### src/rtl/icnt_pkg.sv
// ----------------------------------------------------------------------------
// icnt_pkg: shared types and constants
// Controller states, command/status bundles and result field limits.
// ----------------------------------------------------------------------------
package icnt_pkg;

  localparam int INV_W = 19;
  localparam int CNT_W = 11;
  localparam logic [INV_W-1:0] INV_MAX = {INV_W{1'b1}};
  localparam logic [CNT_W-1:0] CNT_MAX = {CNT_W{1'b1}};

  typedef enum logic [2:0] {
    ST_IDLE,
    ST_SCAN,
    ST_DRAIN,
    ST_DONE,
    ST_EMIT
  } state_t;

  // controller -> datapath
  typedef struct packed {
    logic load;   // latch accepted item, rewind scan index
    logic rd;     // read stored entry at scan index
    logic store;  // append key, or flag overflow when full
    logic emit;   // load result register, clear sequence state
  } ctrl_cmd_t;

  // datapath -> controller
  typedef struct packed {
    logic full;      // store holds the maximum number of items
    logic empty;     // nothing stored yet
    logic scan_end;  // scan index is at the last stored entry
    logic last;      // latched item closes the sequence
  } dp_stat_t;

endpackage

### src/rtl/icnt_ctrl.sv
// ----------------------------------------------------------------------------
// icnt_ctrl: inversion counter controller
// Sequences accept, scan, store and result hand-off; owns the result valid.
// ----------------------------------------------------------------------------
module icnt_ctrl (
  input  logic                clk,
  input  logic                rst_n,
  input  logic                in_valid,
  output logic                in_ready,
  output logic                out_valid,
  input  logic                out_ready,
  input  icnt_pkg::dp_stat_t  stat,
  output icnt_pkg::ctrl_cmd_t cmd
);
  import icnt_pkg::*;

  state_t state_r, state_nxt;
  logic   out_valid_r, out_valid_nxt;
  logic   slot_free;

  assign slot_free = !out_valid_r || out_ready;
  assign out_valid = out_valid_r;

  always_ff @(posedge clk) begin
    if (!rst_n) begin
      state_r     <= ST_IDLE;
      out_valid_r <= 1'b0;
    end else begin
      state_r     <= state_nxt;
      out_valid_r <= out_valid_nxt;
    end
  end

  // next state
  always_comb begin
    state_nxt = state_r;
    case (state_r)
      ST_IDLE: begin
        if (in_valid) begin
          if (stat.full || stat.empty) begin
            state_nxt = ST_DONE;
          end else begin
            state_nxt = ST_SCAN;
          end
        end
      end
      ST_SCAN: begin
        if (stat.scan_end) begin
          state_nxt = ST_DRAIN;
        end
      end
      ST_DRAIN: state_nxt = ST_DONE;
      ST_DONE:  state_nxt = stat.last ? ST_EMIT : ST_IDLE;
      ST_EMIT: begin
        if (slot_free) begin
          state_nxt = ST_IDLE;
        end
      end
      default: state_nxt = ST_IDLE;
    endcase
  end

  // outputs
  always_comb begin
    cmd           = '0;
    in_ready      = 1'b0;
    out_valid_nxt = out_valid_r && !out_ready;
    case (state_r)
      ST_IDLE: begin
        in_ready = 1'b1;
        cmd.load = in_valid;
      end
      ST_SCAN:  cmd.rd = 1'b1;
      ST_DRAIN: ;
      ST_DONE:  cmd.store = 1'b1;
      ST_EMIT: begin
        if (slot_free) begin
          cmd.emit      = 1'b1;
          out_valid_nxt = 1'b1;
        end
      end
      default: ;
    endcase
  end
endmodule
### config.mk
export PLATFORM = sky130hd
export DESIGN_NAME = icnt_ctrl
export DESIGN_NICKNAME = d
export VERILOG_FILES = /design/src/rtl/icnt_pkg.sv /design/src/rtl/icnt_ctrl.sv
export SDC_FILE = /design/constraint.sdc
export NUM_CORES = 1
export LEC_CHECK = 0
export BUFFER_PORTS_ARGS = -buffer_cell sky130_fd_sc_hd__clkbuf_2
export CAP_MARGIN = 20
export CORE_AREA = 2 2 39 41
export CTS_BUF_LIST = sky130_fd_sc_hd__clkbuf_8 sky130_fd_sc_hd__clkbuf_16
export CTS_CLUSTER_SIZE = 16
export DETAILED_ROUTE_END_ITERATION = 8
export DIE_AREA = 0 0 41 43
export HOLD_SLACK_MARGIN = 0.06
export SLEW_MARGIN = 10
export SYNTH_ARGS = -nofsm -noshare
export SYNTH_HDL_FRONTEND = slang
export SYNTH_SLANG_ARGS = --single-unit
### constraint.sdc
create_clock -name clk -period 1 [get_ports clk]
set_input_delay 0.25 -clock clk [delete_from_list [all_inputs] [get_ports clk]]
set_output_delay 0.25 -clock clk [all_outputs]
set_load 0.05 [all_outputs]
==> results of run 1 <==
final timing paths:
path | cells past startpoint | slack [ps] | end
max | 3 | -320 | cmd[3]
min | 2 | 300 | out_valid$_SDFF_PN0_
max reg2reg | 4 | -70 | state_r[2]$_SDFFE_PN0P_
min reg2reg | 1 | 590 | state_r[1]$_SDFFE_PN0P_
power by group:
group / internal [uW] / leakage, uW / switching (uW)
registers: 172 / 0.0000349 / 23.0
logic: 162 / 0.000180 / 136
clock network: 257 / 0.0000216 / 84.9
state kept, by name (all words and copies together) (netlist names):
| name | count |
|---|---|
| state_r | 3 |
| out_valid | 1 |
layout by cell type, fill, tap and decap left out:
cell type | synthesis | routed
sky130_fd_sc_hd__a21oi_1 | 1 | 1
sky130_fd_sc_hd__a32oi_2 | 0 | 1
sky130_fd_sc_hd__and2_4 | 0 | 1
sky130_fd_sc_hd__and2b_2 | 0 | 1
sky130_fd_sc_hd__and3b_1 | 2 | 1
sky130_fd_sc_hd__and3b_2 | 0 | 1
sky130_fd_sc_hd__buf_4 | 1 | 7
sky130_fd_sc_hd__buf_6 | 0 | 2
sky130_fd_sc_hd__buf_8 | 0 | 2
sky130_fd_sc_hd__clkbuf_16 | 0 | 2
sky130_fd_sc_hd__clkbuf_2 | 0 | 7
sky130_fd_sc_hd__clkbuf_8 | 0 | 4
sky130_fd_sc_hd__dfxtp_2 | 0 | 2
sky130_fd_sc_hd__dfxtp_4 | 0 | 2
sky130_fd_sc_hd__nand2_2 | 0 | 1
sky130_fd_sc_hd__nand2b_1 | 1 | 1
sky130_fd_sc_hd__nand3b_1 | 1 | 1
sky130_fd_sc_hd__nor2_2 | 1 | 1
sky130_fd_sc_hd__nor2_4 | 0 | 1
sky130_fd_sc_hd__nor2b_1 | 2 | 2
sky130_fd_sc_hd__nor3_1 | 1 | 1
sky130_fd_sc_hd__nor3_4 | 0 | 1
sky130_fd_sc_hd__nor3b_2 | 0 | 1
sky130_fd_sc_hd__nor4bb_1 | 1 | 1
sky130_fd_sc_hd__o211ai_1 | 1 | 1
sky130_fd_sc_hd__o21ai_0 | 1 | 1
sky130_fd_sc_hd__o22ai_1 | 1 | 1
worst max-delay path, stage by stage (launching register included):
cell	delay, ps
sky130_fd_sc_hd__dfxtp_2	340
sky130_fd_sc_hd__nor3_4	190
sky130_fd_sc_hd__and2_4	170
sky130_fd_sc_hd__clkbuf_16	150
layout make-up:
type                    instances  area share [%]
repair buffers                 21            38.8
multi-input cells              20            32.4
flip-flops and latches          4            17.1
clock buffers                   3            7.86
well taps                      16            3.81
repair_timing:
item | CTS | global route
pin swaps | 1 | 2
setup buffers | 1 | 2
endpoints found under the hold margin | 0 | 0
setup endpoints to repair | 9 | 9
gates resized for setup | 18 | 6
routing by layer:
metal | GRT usage, % | vias up
met5 | 0 | -
met4 | 8.00 | 0
met3 | 3.66 | 3
met2 | 13.4 | 6
met1 | 11.3 | 128
li1 | - | 140
per-stage QoR:
step	util [%]	power, uW	hold slack (ps)
6_report	38.0	835	305
5_1_grt	38.0	874	324
4_1_cts	35.7	820	300
3_5_place_dp	26.4	400	521
3_3_place_gp	26.4	399	503
2_1_floorplan	-	348	378
cell families (layout without fill, tap and decap cells):
group | count (synthesis) | in the layout | share of synthesized area [%]
compound gates | 5 | 5 | 14.2
simple gates | 15 | 15 | 45.4
flops | 4 | 4 | 35.0
buf+inv | 2 | 24 | 5.46
==> flow_summary_export.csv, run 1 <==
group,metric,value,unit
route,met2WireLength,316,um
cts,cts.reportedPaths.clkPinSlew,30,ps
timing,setup_repair_after_global_routing_missed_its_margin,"yes",
finish,layout-drive-gt1-share,77.1,%
run_status,status,"finished with violations",
route,drt-total-wl,626,um
synth,ys_async_sr_fraction,0,%
floorplan,core-area,0.00138,mm^2
placement,place.port_buffers,13,
route,vias_per_cell,4.33,
grt,grt_pass1_wl,1110,um
timing,worst_clock_skew,1.72,ps
route,drtIter0Drc,3,
floorplan,placementRows,14,
cts,clk_path_buf_depth,2,
route,postRouteAntennaNets,0,
finish,design.final.nets,58,
finish,layoutNonFillerInstCount,64,
timing,final_worst_path_cycle_share,132,%
cts,cts-root-buf,"sky130_fd_sc_hd__clkbuf_8",
timing,slew-limit-headroom,83.8,%
synth,register_area_share_after_synthesis,35.0,%
critical_path,reg2reg_from,"state_r[2]$_SDFFE_PN0P_",
placement,placement.setup.worst_slack,-216,ps
timing,worst_setup_slack_final,-322,ps
synth,synth.avg_cell_area,8.81,um^2
grt,overflow_left_after_global_routing,0,
floorplan,die_w,41,um
route,drt-wirelength-per-cell,9.78,um
synth,ys_ff_latch,4,
route,drt_pre_antenna_iters,2,
synth,synthesized_netlist_net_count,34,
synth,library_cell_with_the_highest_instance_count_after_synthesis,"sky130_fd_sc_hd__dfxtp_1",
cts,cts_made_buffers,3,
worst_hold_path,holdCritPathClass,"primary input to flip-flop",
worst_hold_path,min-delay-start,"rst_n",
synth,yosys.cell_types.count,21,
run_status,failed_checks,"negative setup slack",
synth,ys_top_cells_by_area,"sky130_fd_sc_hd__dfxtp_1 (35%), sky130_fd_sc_hd__and3b_1 (7.7%), sky130_fd_sc_hd__nor2b_1 (5.5%)",
placement,placed_cell_area,365,um^2
pwr,power.static_leakage,0.000237,uW
cts,cts_tree,"done",
critical_path,cp_data_required_time,750,ps
synth,synthDominantCellAreaShare,35.0,%
route,dr_total_vias,277,
finish,fillers,132,
placement,dp_cells,58,
synth,synth.yosys.warnings,0,
route,routed.top_layer,"met4",
cts,cts_hold_repair.buffers,0,
timing,final_critical_delay_including_setup_and_external_delays,1320,ps
grt,initial_antenna_violation_count,0,
synth,synth.cell_area,229,um^2
synth,synth_enable_flop_cells,0,
pwr,power-per-cell-area,1590,mW/mm^2
synth,yosys-top-cells-count,"sky130_fd_sc_hd__dfxtp_1 (4), sky130_fd_sc_hd__and3b_1 (2), sky130_fd_sc_hd__nor2b_1 (2)",
critical_path,worstSetupStartpointType,"flip-flop",
grt,gr-usage-all-layers,9.75,%
floorplan,die_height,43,um
route,wl_met3,17,um
grt,first_global_vias,286,
critical_path,critical_path_peak_fanout,5,
timing,max_clock_freq,756,MHz
critical_path,arr_time_crit_path,1070,ps
cts,cts-htree-levels,1,
finish,antenna-diode-count,0,
timing,count_of_endpoints_failing_hold_in_the_final_timing_report,0,
finish,multi_input_gate_area_in_the_final_layout,170,um^2
cts,insertion_delay_to_the_later_sink_of_the_worst_skew_pair,220,ps
route,drt_drc_violations_left,0,
critical_path,endpoint_kind,"output pin",
finish,finalInstanceArea,526,um^2
timing,setup-violations-final,6,
critical_path,critPathLaunch,"state_r[0]$_SDFFE_PN0P_",
timing,maxSlewViolCount,0,
placement,place_congestion,0.703,
finish,final-seq-area,90.1,um^2
grt,maximum_number_of_pins_on_one_net_before_global_route_repair,9,
synth,yosysTopAreaCell,"sky130_fd_sc_hd__dfxtp_1",
timing,fin_tns_setup,-1480,ps
timing,tightest_slew,240,ps
placement,dpl.hpwl,438,um
floorplan,floorplan.initialDensity,16.5,%
floorplan,io_pins,14,
cts,cts_num_sinks,4,
flow_run,cap_viol_max_count,0,
finish,area_delta_synth_final,130,%
synth,syn-instance-count,26,
floorplan,die_area,0.00176,mm^2
route,routedLengthMet1,272,um
synth,yosys_most_used_dff,"sky130_fd_sc_hd__dfxtp_1",
critical_path,critPathKind,"flip-flop to output pin",
pwr,power.ir.vdd_worst,0.546,mV
No activity file was read; power rests on OpenSTA's default activity.
==> run 2: changes to the inputs <==
BUFFER_PORTS_ARGS = -buffer_cell sky130_fd_sc_hd__buf_2   (was -buffer_cell sky130_fd_sc_hd__clkbuf_2)
==> run 2 against run 1 <==
Effect of this change: the run still ends with negative setup slack left; critical path depth did not move; critical endpoint unchanged; register-to-register slack worse by 30 ps; first-iteration DRC count decreased by 67%; maximum frequency grew 3.1%; highest routed layer is now met3; utilization is 2.5 points lower; via count decreased by 5.8%; non-clock buffer count did not move; worst setup slack better by 40 ps.
==> flow_summary_export.csv, run 2 (synthesis gave the netlist of run 1 again) <==
group,metric,value,unit
critical_path,reg2reg_from,"state_r[1]$_SDFFE_PN0P_",
floorplan,die_height,43,um
finish,design.final.nets,58,
run_status,failed_checks,"negative setup slack",
route,drt-wirelength-per-cell,9.27,um
finish,finalInstanceArea,490,um^2
critical_path,r2r_end,"state_r[1]$_SDFFE_PN0P_",
grt,overflow_left_after_global_routing,0,
route,vias_per_cell,4.08,
finish,largest_reg_flops,3,
run_status,status,"finished with violations",
timing,max_clock_freq,780,MHz
floorplan,die_w,41,um
worst_hold_path,min-delay-start,"stat[0]",
finish,fillers,153,
floorplan,core-area,0.00138,mm^2
cts,clk_path_buf_depth,2,
route,drt_drc_violations_left,0,
cts,insertion_delay_to_the_later_sink_of_the_worst_skew_pair,210,ps
grt,maximum_number_of_pins_on_one_net_before_global_route_repair,9,
finish,area_delta_synth_final,114,%
timing,final_worst_path_cycle_share,128,%
cts,cts.reportedPaths.clkPinSlew,30,ps
timing,fin_tns_setup,-1390,ps
timing,worst_setup_slack_final,-282,ps
pwr,power.ir.vdd_worst,0.531,mV
critical_path,cp_data_required_time,750,ps
grt,grt_pass1_wl,945,um
critical_path,arr_time_crit_path,1030,ps
timing,setup_repair_after_global_routing_missed_its_margin,"yes",
finish,most-common-layout-cells,"sky130_fd_sc_hd__buf_2 (8), sky130_fd_sc_hd__buf_4 (7), sky130_fd_sc_hd__buf_6 (5)",
route,drt_pre_antenna_iters,3,
cts,cts-htree-levels,1,
worst_hold_path,timing.hold.worst_endpoint,"state_r[2]$_SDFFE_PN0P_",
critical_path,endpoint_kind,"output pin",
cts,cts_tree,"done",
floorplan,placementRows,14,
grt,first_global_vias,270,
worst_hold_path,holdCritPathClass,"primary input to flip-flop",
pwr,power-per-cell-area,1590,mW/mm^2
timing,maxSlewViolCount,0,
flow_run,cap_viol_max_count,0,
route,postRouteAntennaNets,0,
timing,final_critical_delay_including_setup_and_external_delays,1280,ps
route,dr_total_vias,261,
timing,count_of_endpoints_failing_hold_in_the_final_timing_report,0,
timing,setup-violations-final,7,
floorplan,die_area,0.00176,mm^2
critical_path,critical_path_peak_fanout,5,
cts,cts-root-buf,"sky130_fd_sc_hd__clkbuf_8",
critical_path,worstSetupStartpointType,"flip-flop",
route,drtIter0Drc,1,
finish,layout-drive-gt1-share,79.2,%
finish,layout.cells.most_common,"sky130_fd_sc_hd__buf_2",
placement,place_congestion,0.740,
placement,place.port_buffers,13,
timing,fin_worst_hold_slack,287,ps
floorplan,io_pins,14,
finish,antenna-diode-count,0,
critical_path,critPathKind,"flip-flop to output pin",
timing,tightest_slew,248,ps
placement,placed_cell_area,365,um^2
timing,slew-limit-headroom,83.6,%
critical_path,worst_r2r_path_depth,5,
timing,worst_clock_skew,0.486,ps
pwr,power.static_leakage,0.000220,uW
route,drt-total-wl,593,um
floorplan,floorplan.initialDensity,16.5,%
critical_path,worst-r2r-setup-slack,-100,ps
grt,gr-usage-all-layers,8.26,%
finish,top_register,"state_r",
worst_hold_path,holdPathStages,3,
cts,cts_made_buffers,3,
grt,initial_antenna_violation_count,0,
cts,cts_hold_repair.buffers,0,
cts,cts_num_sinks,4,
finish,finalCoreUtilization,35.4,%
==> run 2: changes by cell type in the layout (fill, tap and decap cells not counted), sizes merged <==
cell	delta
buf	+10
clkbuf	-10
==> run 2: worst max-delay path by stage <==
stage / slack (ps) / endpoint / cells past startpoint / from
after floorplan: -500 / cmd[3] / 3 / state_r[0]$_SDFFE_PN0P_
after global placement: -180 / cmd[3] / 3 / state_r[0]$_SDFFE_PN0P_
after detailed placement: -190 / cmd[3] / 3 / state_r[0]$_SDFFE_PN0P_
after CTS: -300 / cmd[3] / 3 / state_r[2]$_SDFFE_PN0P_
after global routing: -330 / cmd[3] / 3 / state_r[0]$_SDFFE_PN0P_
final: -280 / cmd[3] / 3 / state_r[0]$_SDFFE_PN0P_
==> run 2: per-layer routing <==
| metal | track usage (%) | wire length (um) | share of wire, % |
|---|---|---|---|
| met1 | 9.74 | 254 | 43 |
| met2 | 11.6 | 329 | 55 |
| met3 | 1.57 | 9 | 1.5 |
| met4 | 8.00 | 0 | 0 |
| met5 | 0 | 0 | 0 |
==> run 2: per-stage QoR <==
stage	worst slack [ps]	instances	total power [uW]
after floorplan	-498	26	348
after global placement	-180	58	398
after detailed placement	-189	58	400
after CTS	-299	62	770
after global routing	-325	64	813
final	-282	64	778
==> run 2: what timing repair did <==
action / in CTS / in global routing
hold endpoints to repair: 0 / 0
endpoints found under the setup margin: 8 / 8
pin swaps: 1 / 4
setup buffers: 1 / 2
gates resized for setup: 15 / 5
==> run 2: area by class of cell <==
type | instances | area [um^2] | share of cell area [%]
well taps | 16 | 20.0 | 4.08
multi-input cells | 20 | 175 | 35.7
flip-flops and latches | 4 | 90.1 | 18.4
repair buffers | 21 | 164 | 33.4
clock buffers | 3 | 41.3 | 8.42
==> run 2: worst max-delay path, stage by stage (launching register included) <==
cell and delay [ps]:
sky130_fd_sc_hd__dfxtp_2 340, sky130_fd_sc_hd__nor3_4 180, sky130_fd_sc_hd__and2_4 160, sky130_fd_sc_hd__buf_8 130
==> run 2: power by group <==
part | internal, uW | switching, uW | leakage [uW] | total [uW]
Clock | 256 | 74.9 | 0.0000216 | 331
Combinational | 121 | 132 | 0.000164 | 254
Sequential | 172 | 21.3 | 0.0000349 | 194
Total | 550 | 228 | 0.000220 | 778
